===== config.mk =====
export PLATFORM = sky130hd
export DESIGN_NAME = bscs_ctrl
export DESIGN_NICKNAME = d
export VERILOG_FILES = /design/src/sv/bscs_pkg.sv /design/src/sv/bscs_ctrl.sv
export SDC_FILE = /design/constraint.sdc
export NUM_CORES = 1
export LEC_CHECK = 0
export ABC_CLOCK_PERIOD_IN_PS = 1500
export BUFFER_PORTS_ARGS = -buffer_cell sky130_fd_sc_hd__buf_4
export CAP_MARGIN = 20
export CORE_MARGIN = 5
export CORE_UTILIZATION = 43
export DETAILED_ROUTE_END_ITERATION = 12
export GPL_TIMING_DRIVEN = 0
export PLACE_DENSITY = 0.73
export SLEW_MARGIN = 5
export SYNTH_ARGS = -nofsm -noshare
export SYNTH_HDL_FRONTEND = slang
export SYNTH_SLANG_ARGS = --single-unit
export TNS_END_PERCENT = 30

===== constraint.sdc =====
create_clock -name i_clk -period 1.5 [get_ports i_clk]
set_input_delay 0.225 -clock i_clk [delete_from_list [all_inputs] [get_ports i_clk]]
set_output_delay 0.225 -clock i_clk [all_outputs]
set_load 0.05 [all_outputs]

===== src/sv/bscs_pkg.sv =====
`timescale 1ns / 1ps
// Shared types and constants for the binned spectrum CDF sampler.
package bscs_pkg;

    // Stream payload widths (tdata padded to whole bytes)
    localparam int IN_DATA_W  = 168;
    localparam int OUT_DATA_W = 72;

    // Cumulative weight width and saturation value
    localparam int             CUM_W   = 40;
    localparam logic [CUM_W-1:0] CUM_MAX = {CUM_W{1'b1}};

    // Energy limits
    localparam logic [30:0] ENERGY_MAX = 31'h7FFF_FFFF;
    localparam logic [30:0] ENERGY_MIN = 31'd1;

    // Request kinds carried on s_axis_tuser
    localparam logic [1:0] REQ_CLEAR  = 2'd0;
    localparam logic [1:0] REQ_APPEND = 2'd1;
    localparam logic [1:0] REQ_SAMPLE = 2'd2;

    // Result status carried on m_axis_tuser
    localparam logic [1:0] STAT_SAMPLED  = 2'd0;
    localparam logic [1:0] STAT_FALLBACK = 2'd1;
    localparam logic [1:0] STAT_STORED   = 2'd2;
    localparam logic [1:0] STAT_DROPPED  = 2'd3;

    // Register file
    localparam int          APB_AW         = 3;
    localparam logic [0:0]  REG_FALLBACK   = 1'b0;
    localparam logic [30:0] FALLBACK_RESET = 31'd4454;

    // Controller to datapath commands
    typedef struct packed {
        logic       cap_in;
        logic       clear;
        logic       append;
        logic       res_fixed;
        logic [1:0] res_code;
        logic       mul_lo;
        logic       mul_hi;
        logic       sum;
        logic       scan;
        logic       spread;
        logic       res_sample;
        logic       load_out;
    } t_dp_cmd;

    // Datapath to controller status
    typedef struct packed {
        logic [1:0] req;
        logic       fallback_case;
        logic       table_full;
        logic       scan_hit;
    } t_dp_sts;

endpackage


===== src/sv/bscs_ctrl.sv =====
`timescale 1ns / 1ps
// Controller: request sequencing, scan control and output handshake.
module bscs_ctrl (
    input  logic              i_clk,
    input  logic              i_rst_n,
    input  logic              i_s_tvalid,
    output logic              o_s_tready,
    output logic              o_m_tvalid,
    input  logic              i_m_tready,
    output bscs_pkg::t_dp_cmd o_cmd,
    input  bscs_pkg::t_dp_sts i_sts
);

    typedef enum logic [8:0] {
        S_IDLE   = 9'b000000001,
        S_DECODE = 9'b000000010,
        S_MUL_LO = 9'b000000100,
        S_MUL_HI = 9'b000001000,
        S_SUM    = 9'b000010000,
        S_SCAN   = 9'b000100000,
        S_SPREAD = 9'b001000000,
        S_FINAL  = 9'b010000000,
        S_OUT    = 9'b100000000
    } t_state;

    t_state r_state;
    t_state n_state;
    logic   r_out_valid;
    logic   load_out;

    assign o_s_tready = (r_state == S_IDLE);
    assign o_m_tvalid = r_out_valid;
    assign load_out   = (r_state == S_OUT) && (!r_out_valid || i_m_tready);

    // Next state and commands
    always_comb begin
        n_state  = r_state;
        o_cmd    = '0;
        o_cmd.load_out = load_out;
        unique case (r_state)
            S_IDLE: begin
                if (i_s_tvalid) begin
                    o_cmd.cap_in = 1'b1;
                    n_state      = S_DECODE;
                end
            end
            S_DECODE: begin
                unique case (i_sts.req)
                    bscs_pkg::REQ_CLEAR: begin
                        o_cmd.clear     = 1'b1;
                        o_cmd.res_fixed = 1'b1;
                        o_cmd.res_code  = bscs_pkg::STAT_STORED;
                        n_state         = S_OUT;
                    end
                    bscs_pkg::REQ_APPEND: begin
                        o_cmd.res_fixed = 1'b1;
                        if (i_sts.table_full) begin
                            o_cmd.res_code = bscs_pkg::STAT_DROPPED;
                        end else begin
                            o_cmd.append   = 1'b1;
                            o_cmd.res_code = bscs_pkg::STAT_STORED;
                        end
                        n_state = S_OUT;
                    end
                    bscs_pkg::REQ_SAMPLE: begin
                        if (i_sts.fallback_case) begin
                            o_cmd.res_fixed = 1'b1;
                            o_cmd.res_code  = bscs_pkg::STAT_FALLBACK;
                            n_state         = S_OUT;
                        end else begin
                            n_state = S_MUL_LO;
                        end
                    end
                    default: begin
                        // unused request kind: dropped without a result
                        n_state = S_IDLE;
                    end
                endcase
            end
            S_MUL_LO: begin
                o_cmd.mul_lo = 1'b1;
                n_state      = S_MUL_HI;
            end
            S_MUL_HI: begin
                o_cmd.mul_hi = 1'b1;
                n_state      = S_SUM;
            end
            S_SUM: begin
                o_cmd.sum = 1'b1;
                n_state   = S_SCAN;
            end
            S_SCAN: begin
                o_cmd.scan = 1'b1;
                if (i_sts.scan_hit) begin
                    n_state = S_SPREAD;
                end
            end
            S_SPREAD: begin
                o_cmd.spread = 1'b1;
                n_state      = S_FINAL;
            end
            S_FINAL: begin
                o_cmd.res_sample = 1'b1;
                n_state          = S_OUT;
            end
            S_OUT: begin
                if (load_out) begin
                    n_state = S_IDLE;
                end
            end
            default: begin
                n_state = S_IDLE;
            end
        endcase
    end

    // State and output valid
    always_ff @(posedge i_clk) begin
        if (!i_rst_n) begin
            r_state     <= S_IDLE;
            r_out_valid <= 1'b0;
        end else begin
            r_state <= n_state;
            if (load_out) begin
                r_out_valid <= 1'b1;
            end else if (i_m_tready) begin
                r_out_valid <= 1'b0;
            end
        end
    end

    // A finished item waits while the output register is still occupied
    a_out_wait: assert property (@(posedge i_clk) disable iff (!i_rst_n)
        (r_state == S_OUT && r_out_valid && !i_m_tready) |=> (r_state == S_OUT))
        else $error("result left before output register was free");

    // A sample always reaches the sum step through the two multiply steps
    a_mul_order: assert property (@(posedge i_clk) disable iff (!i_rst_n)
        (r_state == S_MUL_LO) |=> ##1 (r_state == S_SUM))
        else $error("multiply sequence broken");

endmodule

==> Word level (Yosys, flattened, before mapping) <==
Index checks and enable logic that the tools add are counted.
{ "word_totals": {"regBits": 10, "wordCells": 46} }
{ "classes": {"eq_ne": 14, "muxes": 23, "n_reduce_logical": 7} }
{ "op_table": {"columns": ["op", "count"], "rows": [
  ["$pmux W9 S9", 1],
  ["$mux W9", 4],
  ["$pmux W9 S2", 1],
  ["$mux W1", 14],
  ["$eq A9 B1 Y1 const B", 1],
  ["$eq A9 B2 Y1 const B", 1],
  ["$eq A9 B3 Y1 const B", 1],
  ["$eq A9 B4 Y1 const B", 1],
  ["$eq A9 B5 Y1 const B", 1],
  ["$eq A9 B6 Y1 const B", 1],
  ["$eq A9 B7 Y1 const B", 1],
  ["$eq A9 B8 Y1 const B", 1],
  ["$eq A9 B9 Y1 const B", 1],
  ["$pmux W3 S3", 1],
  ["$ne A2 B2 Y1 const B", 3],
  ["$mux W5", 1],
  ["$mux W3", 1],
  ["$reduce_and A3 Y1", 1],
  ["$eq A2 B1 Y1 const B", 1],
  ["$eq A2 B2 Y1 const B", 1],
  ["$logic_not A2 Y1", 1],
  ["$reduce_bool A2 Y1", 1],
  ["$reduce_or A2 Y1", 1],
  ["$logic_and A1 B1 Y1", 1],
  ["other kinds (2)", 2]
]} }

==> Longest topological paths before layout <==
Gate-level depths: netlist of run 1.
{ "depth": {"ltp_word": 5, "mapped_depth": 6, "depth_no_buf": 5} }

==> Worst setup path after synthesis of run 1 <==
OpenSTA, ideal clock, no wires.
{ "synth_timing": {"kind": "reg2out", "start": "register r_state[7]", "end": "output port o_cmd[10] in the netlist's numbering", "t_arrival_ns": 2.568, "setup_slack_ns": -1.293, "path_stages_with_launch": 6, "cell_sequence": "dfxtp_1 > buf_4 > nor3_2 > and2_1 > nand2_1 > nor4b_1"} }
{ "synth_rtl": {"columns": ["item", "line", "rtl"], "rows": [
  ["from (decl)", "bscs_ctrl.sv:26", "t_state r_state;"],
  ["from (signal assigned)", "bscs_ctrl.sv:123", "r_state <= n_state;"],
  ["to (decl)", "bscs_ctrl.sv:10", "output bscs_pkg::t_dp_cmd o_cmd,"]
]} }

==> results of run 1 <==
## per-layer routing
| metal | wire length (um) | part of all wire [%] | vias up | track usage, % |
|---|---|---|---|---|
| met2 | 1290 | 47 | 64 | 29.75 |
| met1 | 1066 | 39 | 412 | 23.06 |
| met3 | 256 | 9.4 | 16 | 3.550 |
| met5 | 0 | 0 | - | 0 |
| met4 | 104 | 3.8 | 0 | 5.106 |
| li1 | - | - | 411 | - |
## cell usage after synthesis
master	number	area [um^2]
sky130_fd_sc_hd__nand4_1	1	6.260
sky130_fd_sc_hd__nand3_1	2	10.01
sky130_fd_sc_hd__nand2b_1	4	25.02
sky130_fd_sc_hd__o21ai_1	2	10.01
sky130_fd_sc_hd__nor4b_2	1	15.01
sky130_fd_sc_hd__nand4b_1	1	8.760
sky130_fd_sc_hd__a2111oi_2	1	15.01
sky130_fd_sc_hd__nor3_1	3	15.01
sky130_fd_sc_hd__buf_6	1	11.26
sky130_fd_sc_hd__clkbuf_1	1	3.750
sky130_fd_sc_hd__nor4_1	2	12.51
sky130_fd_sc_hd__nand2_2	1	6.260
sky130_fd_sc_hd__and2_1	2	12.51
sky130_fd_sc_hd__inv_2	1	3.750
sky130_fd_sc_hd__a41oi_1	1	8.760
sky130_fd_sc_hd__nor2_1	10	37.54
sky130_fd_sc_hd__and3_1	6	37.54
sky130_fd_sc_hd__xor2_1	1	8.760
sky130_fd_sc_hd__nor4b_4	1	23.77
sky130_fd_sc_hd__o2111ai_1	1	8.760
sky130_fd_sc_hd__nor4bb_1	1	10.01
sky130_fd_sc_hd__nand3b_1	2	15.01
sky130_fd_sc_hd__inv_1	4	15.01
sky130_fd_sc_hd__o21ai_0	2	10.01
sky130_fd_sc_hd__nor4_4	1	21.27
sky130_fd_sc_hd__o211ai_1	1	7.510
sky130_fd_sc_hd__buf_4	3	22.52
sky130_fd_sc_hd__a21o_1	1	7.510
sky130_fd_sc_hd__a21oi_1	3	15.01
sky130_fd_sc_hd__nor3_2	2	20.02
sky130_fd_sc_hd__nor2b_1	3	18.77
sky130_fd_sc_hd__a21bo_1	1	10.01
sky130_fd_sc_hd__nor4b_1	1	8.760
sky130_fd_sc_hd__dfxtp_1	10	200.2
sky130_fd_sc_hd__or3_1	1	6.260
sky130_fd_sc_hd__a31oi_1	2	12.51
sky130_fd_sc_hd__nand2_1	5	18.77
sky130_fd_sc_hd__nor3b_1	2	15.01
## cell families after synthesis
kind of cell / count (synthesis) / share of synthesized area [%]
AOI/OAI and AO/OA: 15 / 14.71
buffers and inverters: 10 / 7.879
and+or+nand+nor: 52 / 48.16
xor gates and xnor gates: 1 / 1.226
DFF: 10 / 28.02
## flip-flops by register name, summed over array words and instances, names as in the netlist
name	count
r_state	9
o_m_tvalid	1
## per-stage QoR
step	TNS, ns	setup WS (ns)	utilization, %	cells
2_1_floorplan	-3.064	-0.3327	-	88
3_3_place_gp	-1.806	-0.2404	63.96	126
3_5_place_dp	-2.105	-0.2593	63.96	126
4_1_cts	-4.842	-0.3949	76.14	136
5_1_grt	-8.015	-0.5428	85.88	147
6_report	-5.921	-0.4364	85.88	147
## power by group
part | total, mW | switching, mW | leakage, nW | internal, mW
sequential | 0.307 | 0.0286 | 0.0860 | 0.278
clock | 0.199 | 0.106 | 0.0138 | 0.0928
combinational | 0.542 | 0.298 | 0.473 | 0.244
total | 1.05 | 0.433 | 0.573 | 0.615
## repair_timing
action,in CTS,in global routing
hold buffers,0,0
gates cloned,0,0
pin swaps,9,8
hold endpoints to repair,0,0
resized for setup,31,20
setup endpoints to repair,22,22
setup buffers,7,14
## final timing paths
kind	from	endpoint	slack, ns	cells past startpoint
worst max-delay path	r_state[1]	o_cmd[2]	-0.44	4
worst min-delay path	i_sts[2]	r_state[2]	0.12	2
worst max register to register	r_state[1]	r_state[3]	-0.26	7
worst min register to register	o_m_tvalid	o_m_tvalid	0.54	2
## layout make-up
type                       instances  area [um^2]
sequential                        10        225.2
fill                              87        217.7
timing repair buffer              43        402.9
clock buffer                       3        22.52
inverter                           5        18.77
tap                               16        20.02
multi-input combinational         68        619.3
buffer                             2        15.01
==> impl_summary.txt, run 1 <==
----------------------------------------------------
[Outcome]
  Result of the run ... finished, violations left
  Violations in the final reports ... setup timing

[Critical path]
  Worst-path cell chain ... nor4_4 > nand2_2 > nor4b_4 > buf_6
  Worst path max stage delay ... 0.38 ns
  Worst path required time ... 1.27 ns
  Critical path type ... reg2out
  Max FO, Critical Path ... 7
  Critical path startpoint category ... register
  Slowest cell on the critical path ... sky130_fd_sc_hd__dfxtp_4
  Arr. time, crit path ... 1.71 ns
  Top delay family on crit path ... simple AND/OR/NAND/NOR gates
  Buffers and inverters on the worst path ... 1
  Type of destination of the critical path ... output port

[Clock network]
  Clock transition at the registers of the reported paths ... 0.08 ns
  Clock Tree Buf Depth ... 2
  Clock insertion delay at the later pin of the skew report ... 0.27 ns
  TritonCTS clock tree ... built
  CTS Sinks ... 10
  Clock buffers created by TritonCTS ... 3
  Number of levels in the clock H-tree ... 1
  Clock Tree Root ... sky130_fd_sc_hd__clkbuf_4

[Global routing]
  Gr usage total ... between 15 and 20%
  Antenna violations before repair ... 0
  Maximum number of pins on one net before global-route repair ... 11
  Vias in the first global route ... 784
  GR Overflow Total ... 0
  Wire length of the first global-routing pass ... 3.588 mm

[Detailed routing]
  WL final ... 2.718 mm
  Post-DR wirelength/cell ... 18.49 um
  DRC marker count from the first detailed-route iteration ... 35
  DRC ... 0
  Remaining antenna violation count after routing ... 0
  Detailed-routing iteration count for the pre-antenna-repair pass ... 4
  Via density per instance ... between 6 and 7
  Via count of the routed design ... around 900

[Timing]
  Max transition margin ... between 60% and 70%
  Min Clock Period, post-route ... between 1.5 and 2 ns
  Total setup violations reported at the end of the flow ... 22
  Unrepaired setup endpoints after global routing ... true
  Fin worst setup slack ... -0.4364 ns
  Worst setup skew after layout ... 0.003142 ns
  Share of the clock period used by the worst path after layout ... 129.1%
  Worst-case hold slack ... 0.1202 ns
  Highest attainable clock frequency ... roughly 0.52 GHz
  Hold Vio Cnt, Final ... 0
  Final Max Slew Viols ... 0
  Actual slew at the worst max-slew pin ... 0.4667 ns

[Synthesis]
  Synth Net Count ... 97
  Mean Syn Cell Area ... around 8.1 um^2
  Synthesis Warnings ... 0
  Flop and latch count out of synthesis ... 10
  Cell Area, Synth ... about 710 um^2
  Number of different library cells in the post-synthesis netlist ... 38
  Register area share after synthesis ... 28.02%
  Synthesized instance count ... 88

[Floorplan]
  Initial Util ... a little under half
  Die Area ... 2577 um^2
  Number of top-level design ports ... 24
  Core region area ... between 1500 and 2000 um^2
  Overall die height ... 50.76 um
  Number of rows created at floorplan ... 14
  Die boundary width ... 50.76 um

[Power]
  Power density over cell area ... 791.6 nW/um^2
  Post-layout power ... 1.048 mW
  Pleak ... 0.5732 nW
  Peak ir drop on the vdd network ... about 0.00070 V

[Final layout]
  Fraction of final layout cells sized beyond drive strength 1 ... 63.36%
  Leading cell type in the layout, fill and taps excluded ... sky130_fd_sc_hd__buf_4
  Final Instance Area ... 1324 um^2
  Synth-to-Final Area Change ... 85.29%
  Top library cells by usage in the layout, fill and taps aside ... sky130_fd_sc_hd__buf_4, sky130_fd_sc_hd__buf_6, sky130_fd_sc_hd__nor2_1
  Number of diodes added for antenna fixing ... 0
  Net count of the finished layout ... 142

[Placed design]
  Port bufs ... 22
  Routability-driven placement congestion ratio ... around 0.79
  DP Wirelength ... between 1 and 1.5 mm
  Placement Cell Area ... just under 1000 um^2

[Worst hold path]
  Worst hold path class ... in2reg

[Run]
  Max-cap check violation count ... 0

----------------------------------------------------
Note: power is estimated with default switching activity, not from simulation.
==> inputs of run 2 (changes only) <==
--- a/config.mk
+++ b/config.mk
@@ -5,14 +5,14 @@
 export SDC_FILE = /design/constraint.sdc
 export NUM_CORES = 1
 export LEC_CHECK = 0
-export ABC_CLOCK_PERIOD_IN_PS = 1500
+export ABC_CLOCK_PERIOD_IN_PS = 2370
 export BUFFER_PORTS_ARGS = -buffer_cell sky130_fd_sc_hd__buf_4
 export CAP_MARGIN = 20
 export CORE_MARGIN = 5
 export CORE_UTILIZATION = 43
 export DETAILED_ROUTE_END_ITERATION = 12
 export GPL_TIMING_DRIVEN = 0
-export PLACE_DENSITY = 0.73
+export PLACE_DENSITY = 0.7
 export SLEW_MARGIN = 5
 export SYNTH_ARGS = -nofsm -noshare
 export SYNTH_HDL_FRONTEND = slang
==> constraint.sdc (replaced) <==
create_clock -name i_clk -period 2.37 [get_ports i_clk]
set_input_delay 0.3555 -clock i_clk [delete_from_list [all_inputs] [get_ports i_clk]]
set_output_delay 0.3555 -clock i_clk [all_outputs]
set_load 0.05 [all_outputs]
==> impl_summary.txt, run 2 (same netlist as run 1, synthesis figures left out) <==
----------------------------------------------------
[Power]
  Pleak ... 0.4209 nW (-27%)
  Power density over cell area ... 585.3 nW/um^2 (-26%)
  Peak ir drop on the vdd network ... 0.0004073 V (-42%)

[Detailed routing]
  Via count of the routed design ... 701 (-22%)
  DRC marker count from the first detailed-route iteration ... 18 (-49%)
  Remaining antenna violation count after routing ... 0 (unchanged)
  Detailed-routing iteration count for the pre-antenna-repair pass ... 4 (unchanged)
  WL final ... 1.743 mm (-36%)
  DRC ... 0 (unchanged)
  Via density per instance ... 5.392 (-12%)
  Post-DR wirelength/cell ... 13.41 um (-27%)

[Final layout]
  Fraction of final layout cells sized beyond drive strength 1 ... 34.21% (-29 points)
  Net count of the finished layout ... 124 (-13%)
  Number of diodes added for antenna fixing ... 0 (unchanged)
  Final std cells w/o fill ... 130 (-12%)
  Flip-flop count of the largest register, all copies and words added ... 9 (unchanged)
  Top library cells by usage in the layout, fill and taps aside ... sky130_fd_sc_hd__buf_4, sky130_fd_sc_hd__nor2_1, sky130_fd_sc_hd__dfxtp_1
  Register with the most flip-flops ... r_state
  Synth-to-Final Area Change ... 31.87%
  Leading cell type in the layout, fill and taps excluded ... sky130_fd_sc_hd__buf_4

[Clock network]
  Total of cells resized after clock tree synthesis ... 0 (-100%)
  Clock buffers created by TritonCTS ... 3 (unchanged)
  Clock insertion delay at the later pin of the skew report ... 0.28 ns (about the same)
  Clock Tree Buf Depth ... 2 (unchanged)
  Setup bufs post-CTS ... 0 (-7)
  Clock transition at the registers of the reported paths ... 0.08 ns (about the same)
  CTS Sinks ... 10 (unchanged)
  TritonCTS clock tree ... built
  Number of hold buffers added after cts ... 0 (unchanged)
  Number of levels in the clock H-tree ... 1 (unchanged)
  Clock Tree Root ... sky130_fd_sc_hd__clkbuf_4

[Timing]
  Highest attainable clock frequency ... 0.4589 GHz
  Total setup violations reported at the end of the flow ... 0 (-100%)
  Worst setup skew after layout ... 0.01274 ns (+0.009594 ns)
  Hold Vio Cnt, Final ... 0 (unchanged)
  Share of the clock period used by the worst path after layout ... a little over 90%
  Min Clock Period, post-route ... 2.179 ns
  Post-Route Setup TNS ... 0 ns (+5.921 ns)
  Unrepaired setup endpoints after global routing ... false
  Final Max Slew Viols ... 0 (unchanged)
  Actual slew at the worst max-slew pin ... 0.5376 ns (+0.07092 ns)
  Max transition margin ... 64.12% (-4.8 points)

[Floorplan]
  Initial Util ... 46.35% (unchanged)
  Number of top-level design ports ... 24 (unchanged)
  Die Area ... 2577 um^2 (unchanged)
  Core region area ... 1541 um^2 (unchanged)
  Die boundary width ... 50.76 um (unchanged)
  Number of rows created at floorplan ... 14 (unchanged)
  Overall die height ... 50.76 um (unchanged)

[Critical path]
  Reg2reg setup slack ... 0.76 ns (+1.02 ns)
  Critical path startpoint category ... register
  Critical path type ... reg2out
  Top delay family on crit path ... simple AND/OR/NAND/NOR gates
  Worst path required time ... 2.01 ns (+0.74 ns)
  Worst-path cell chain ... nor3_1 > and2_1 > nand2_1 > nor4b_2 > buf_4
  Type of destination of the critical path ... output port
  Slowest cell on the critical path ... sky130_fd_sc_hd__dfxtp_1
  Max FO, Critical Path ... 8 (+1)
  Arr. time, crit path ... 1.82 ns (+0.11 ns)
  Buffers and inverters on the worst path ... 1 (unchanged)
  Worst path max stage delay ... 0.40 ns (+0.02 ns)

[Global routing]
  Met1 usage ... 17.25% (-5.8 points)
  Antenna violations before repair ... 0 (unchanged)
  Maximum number of pins on one net before global-route repair ... 11 (unchanged)
  Global route hottest layer ... met2
  Met2 usage ... 22.11% (-7.6 points)
  Gr usage total ... 14.17% (-3.7 points)
  Wire length of the first global-routing pass ... 2.787 mm (-22%)
  Global routing usage on met3 ... 3.254% (-0.30 points)
  GR Overflow Total ... 0 (unchanged)
  Vias in the first global route ... 639 (-18%)

[Outcome]
  Result of the run ... finished, final reports clean

[Placed design]
  Port bufs ... 22 (unchanged)
  Cells after DPL ... 126 (unchanged)
  Routability-driven placement congestion ratio ... 0.7627 (-2.9%)
  DP Wirelength ... 1.329 mm (-6.3%)

[Run]
  Max-cap check violation count ... 0 (unchanged)

[Worst hold path]
  Worst hold path class ... in2reg

----------------------------------------------------
-- run 2: cell types whose count changed in the layout (fill, tap and decap cells not counted), sizes merged --
cell / change
buf: -18
clkbuf: +1
-- run 2: through the flow --
step	hold slack, ns	power [mW]	setup slack, ns	instance area, um^2	utilization (%)
after floorplan	0.4323	0.3430	-0.3170	720.7	-
after global placement	0.4879	0.3942	0.5216	905.9	58.77
after detailed placement	0.4930	0.3965	0.4895	905.9	58.77
after CTS	0.2517	0.5552	0.1844	942.2	61.12
after global routing	0.2598	0.5822	0.03215	942.2	61.12
final	0.2543	0.5515	0.1909	942.2	61.12
-- run 2: final cells by class --
cell class                 instances  area, um^2
fill                             132       599.3
multi-input combinational         68       464.2
sequential                        10       200.2
timing repair buffer              22       165.2
buffer                             5       37.54
clock buffer                       4       36.28
tap                               16       20.02
inverter                           5       18.77
-- run 2: worst paths after layout --
path / cells after the start / from / end
worst max-delay path: 5 / r_state[2] / o_cmd[10]
worst min-delay path: 2 / i_sts[2] / r_state[2]
worst max register to register: 6 / r_state[5] / r_state[5]
worst min register to register: 2 / o_m_tvalid / o_m_tvalid
-- run 2: layer usage --
layer / vias to the layer above / routed length, um
met1: 305 / 818
li1: 370 / -
met3: 4 / 105
met2: 22 / 768
met4: 0 / 50
met5: - / 0
-- run 2: where the power goes --
group	internal, mW	switching (mW)	total (mW)
registers	0.177	0.0177	0.194
clock network	0.0934	0.0635	0.157
logic	0.0749	0.125	0.200
==> inputs of run 3 (changes only) <==
--- a/config.mk
+++ b/config.mk
@@ -5,10 +5,10 @@
 export SDC_FILE = /design/constraint.sdc
 export NUM_CORES = 1
 export LEC_CHECK = 0
-export ABC_CLOCK_PERIOD_IN_PS = 2370
+export ABC_CLOCK_PERIOD_IN_PS = 2650
 export BUFFER_PORTS_ARGS = -buffer_cell sky130_fd_sc_hd__buf_4
 export CAP_MARGIN = 20
-export CORE_MARGIN = 5
+export CORE_MARGIN = 10
 export CORE_UTILIZATION = 43
 export DETAILED_ROUTE_END_ITERATION = 12
 export GPL_TIMING_DRIVEN = 0
==> constraint.sdc (replaced) <==
create_clock -name i_clk -period 2.65 [get_ports i_clk]
set_input_delay 0.3975 -clock i_clk [delete_from_list [all_inputs] [get_ports i_clk]]
set_output_delay 0.3975 -clock i_clk [all_outputs]
set_load 0.05 [all_outputs]
==> impl_summary.txt, run 3 (same netlist as run 1, synthesis figures left out) <==
----------------------------------------------------
[Clock network]
  TritonCTS clock tree ... built
  Clock insertion delay at the later pin of the skew report ... 0.27 ns (about the same)
  Clock Tree Buf Depth ... 2 (unchanged)
  Clock buffers created by TritonCTS ... 3 (unchanged)
  Number of hold buffers added after cts ... 0 (unchanged)
  Clock Tree Root ... sky130_fd_sc_hd__clkbuf_4
  Number of levels in the clock H-tree ... 1 (unchanged)
  Total of cells resized after clock tree synthesis ... 0 (unchanged)
  CTS Sinks ... 10 (unchanged)
  Setup bufs post-CTS ... 0 (unchanged)
  Clock transition at the registers of the reported paths ... 0.07 ns (about the same)

[Detailed routing]
  Top routing layer in use ... met4
  Remaining antenna violation count after routing ... 0 (unchanged)
  Via count of the routed design ... 726 (+3.6%)
  WL final ... 1.876 mm (+7.6%)
  Via density per instance ... 5.585 (+3.6%)
  Total routed wire length on the met1 layer ... 873 um (+6.7%)
  Detailed-routing iteration count for the pre-antenna-repair pass ... 4 (unchanged)
  Post-DR wirelength/cell ... 14.43 um (+7.6%)
  WL met2 ... 817 um (+6.4%)
  DRC ... 0 (unchanged)
  Routed wire length on met3 ... 162 um (+54%)
  DRC marker count from the first detailed-route iteration ... 12 (-6)

[Timing]
  Highest attainable clock frequency ... roughly 0.45 GHz
  Actual slew at the worst max-slew pin ... 0.5400 ns (+0.002439 ns)
  Unrepaired setup endpoints after global routing ... false
  Worst setup skew after layout ... 0.0002646 ns (-0.01247 ns)
  Worst-case hold slack ... 0.3028 ns (+0.04849 ns)
  Hold Vio Cnt, Final ... 0 (unchanged)
  Fin worst setup slack ... 0.4029 ns (+0.2120 ns)
  Max transition margin ... 63.96% (-0.16 points)
  Final Max Slew Viols ... 0 (unchanged)
  Min Clock Period, post-route ... roughly 2.2 ns
  Total setup violations reported at the end of the flow ... 0 (unchanged)
  Share of the clock period used by the worst path after layout ... 84.80%
  Post-Route Setup TNS ... 0 ns (unchanged)

[Floorplan]
  Core region area ... 1541 um^2 (unchanged)
  Initial Util ... 46.35% (unchanged)
  Number of rows created at floorplan ... 14 (unchanged)
  Number of top-level design ports ... 24 (unchanged)
  Overall die height ... 60.76 um (+20%)
  Die boundary width ... 60.76 um (+20%)
  Die Area ... 3692 um^2 (+43%)

[Final layout]
  Multi-input logic area ... 464.2 um^2 (unchanged)
  Fraction of final layout cells sized beyond drive strength 1 ... 34.21% (unchanged)
  Number of diodes added for antenna fixing ... 0 (unchanged)
  Flip-flop count of the largest register, all copies and words added ... 9 (unchanged)
  Register with the most flip-flops ... r_state
  Sequential cell area ... 200.2 um^2 (unchanged)
  Leading cell type in the layout, fill and taps excluded ... sky130_fd_sc_hd__buf_4
  Net count of the finished layout ... 124 (unchanged)
  Top library cells by usage in the layout, fill and taps aside ... sky130_fd_sc_hd__buf_4, sky130_fd_sc_hd__nor2_1, sky130_fd_sc_hd__dfxtp_1
  Final cell utilization of the core ... 61.12% (unchanged)
  Synth-to-Final Area Change ... 31.87% (unchanged)
  Final std cells w/o fill ... 130 (unchanged)
  Filler Cell Count ... 148 (+12%)

[Global routing]
  Antenna violations before repair ... 0 (unchanged)
  Maximum number of pins on one net before global-route repair ... 11 (unchanged)
  Wire length of the first global-routing pass ... 3.022 mm (+8.4%)
  Vias in the first global route ... 689 (+7.8%)
  GR Overflow Total ... 0 (unchanged)
  Gr usage total ... 10.54% (-3.6 points)

[Placed design]
  Routability-driven placement congestion ratio ... 0.8562 (+12%)
  Port bufs ... 22 (unchanged)
  Worst-case setup slack after placement ... 0.7255 ns (+0.2359 ns)
  DP Wirelength ... 1.481 mm (+11%)
  Cells after DPL ... 126 (unchanged)

[Critical path]
  Critical path startpoint category ... register
  Worst path required time ... 2.25 ns (+0.24 ns)
  Type of destination of the critical path ... output port
  Max FO, Critical Path ... 7 (-1)
  Arr. time, crit path ... 1.85 ns (+0.03 ns)
  Critical path type ... reg2out

[Worst hold path]
  Worst hold path class ... in2reg

[Run]
  Max-cap check violation count ... 0 (unchanged)

[Power]
  Peak ir drop on the vdd network ... 0.0003587 V (-12%)
  Pleak ... 0.4209 nW (unchanged)
  Power density over cell area ... 524.8 nW/um^2 (-10%)

[Outcome]
  Result of the run ... finished, final reports clean

----------------------------------------------------
==> run 3: final cells by class <==
cell class | count | area share, %
timing repair buffer | 22 | 17.53
clock buffer | 4 | 3.851
inverter | 5 | 1.992
multi-input combinational | 68 | 49.27
sequential | 10 | 21.25
buffer | 5 | 3.984
tap | 16 | 2.125
==> run 3: worst paths after layout <==
check                           startpoint          to  cells past startpoint  slack (ns)
worst min register to register  o_m_tvalid  o_m_tvalid                      2        0.50
worst min-delay path              i_sts[2]  r_state[2]                      2        0.30
worst max register to register  r_state[5]  r_state[5]                      6        0.99
worst max-delay path            r_state[7]   o_cmd[10]                      6        0.40
==> run 3: stage by stage <==
stage          cell area, um^2  total power, mW
2_1_floorplan            720.7           0.3068
3_3_place_gp             905.9           0.3535
3_5_place_dp             905.9           0.3555
4_1_cts                  942.2           0.4985
5_1_grt                  942.2           0.5250
6_report                 942.2           0.4944
==> run 3: metal layers <==
| metal | vias up | track usage (%) |
|---|---|---|
| met5 | - | 0 |
| met4 | 0 | 4.702 |
| met3 | 3 | 5.428 |
| met2 | 18 | 15.87 |
| met1 | 333 | 12.18 |
| li1 | 372 | - |
==> run 3: power by group <==
part	switching [mW]	internal [mW]	leakage [nW]
Sequential	0.0159	0.158	0.0811
Clock	0.0572	0.0836	0.0210
Combinational	0.113	0.0670	0.319
Total	0.186	0.308	0.421
==> run 3: worst max-delay path, cell delays in order, from the launching register on <==
cell and delay, ns:
sky130_fd_sc_hd__dfxtp_1 0.30, sky130_fd_sc_hd__buf_4 0.16, sky130_fd_sc_hd__nor3_2 0.23, sky130_fd_sc_hd__and2_1 0.26, sky130_fd_sc_hd__nand2_1 0.17, sky130_fd_sc_hd__nor4b_2 0.23, sky130_fd_sc_hd__buf_4 0.23
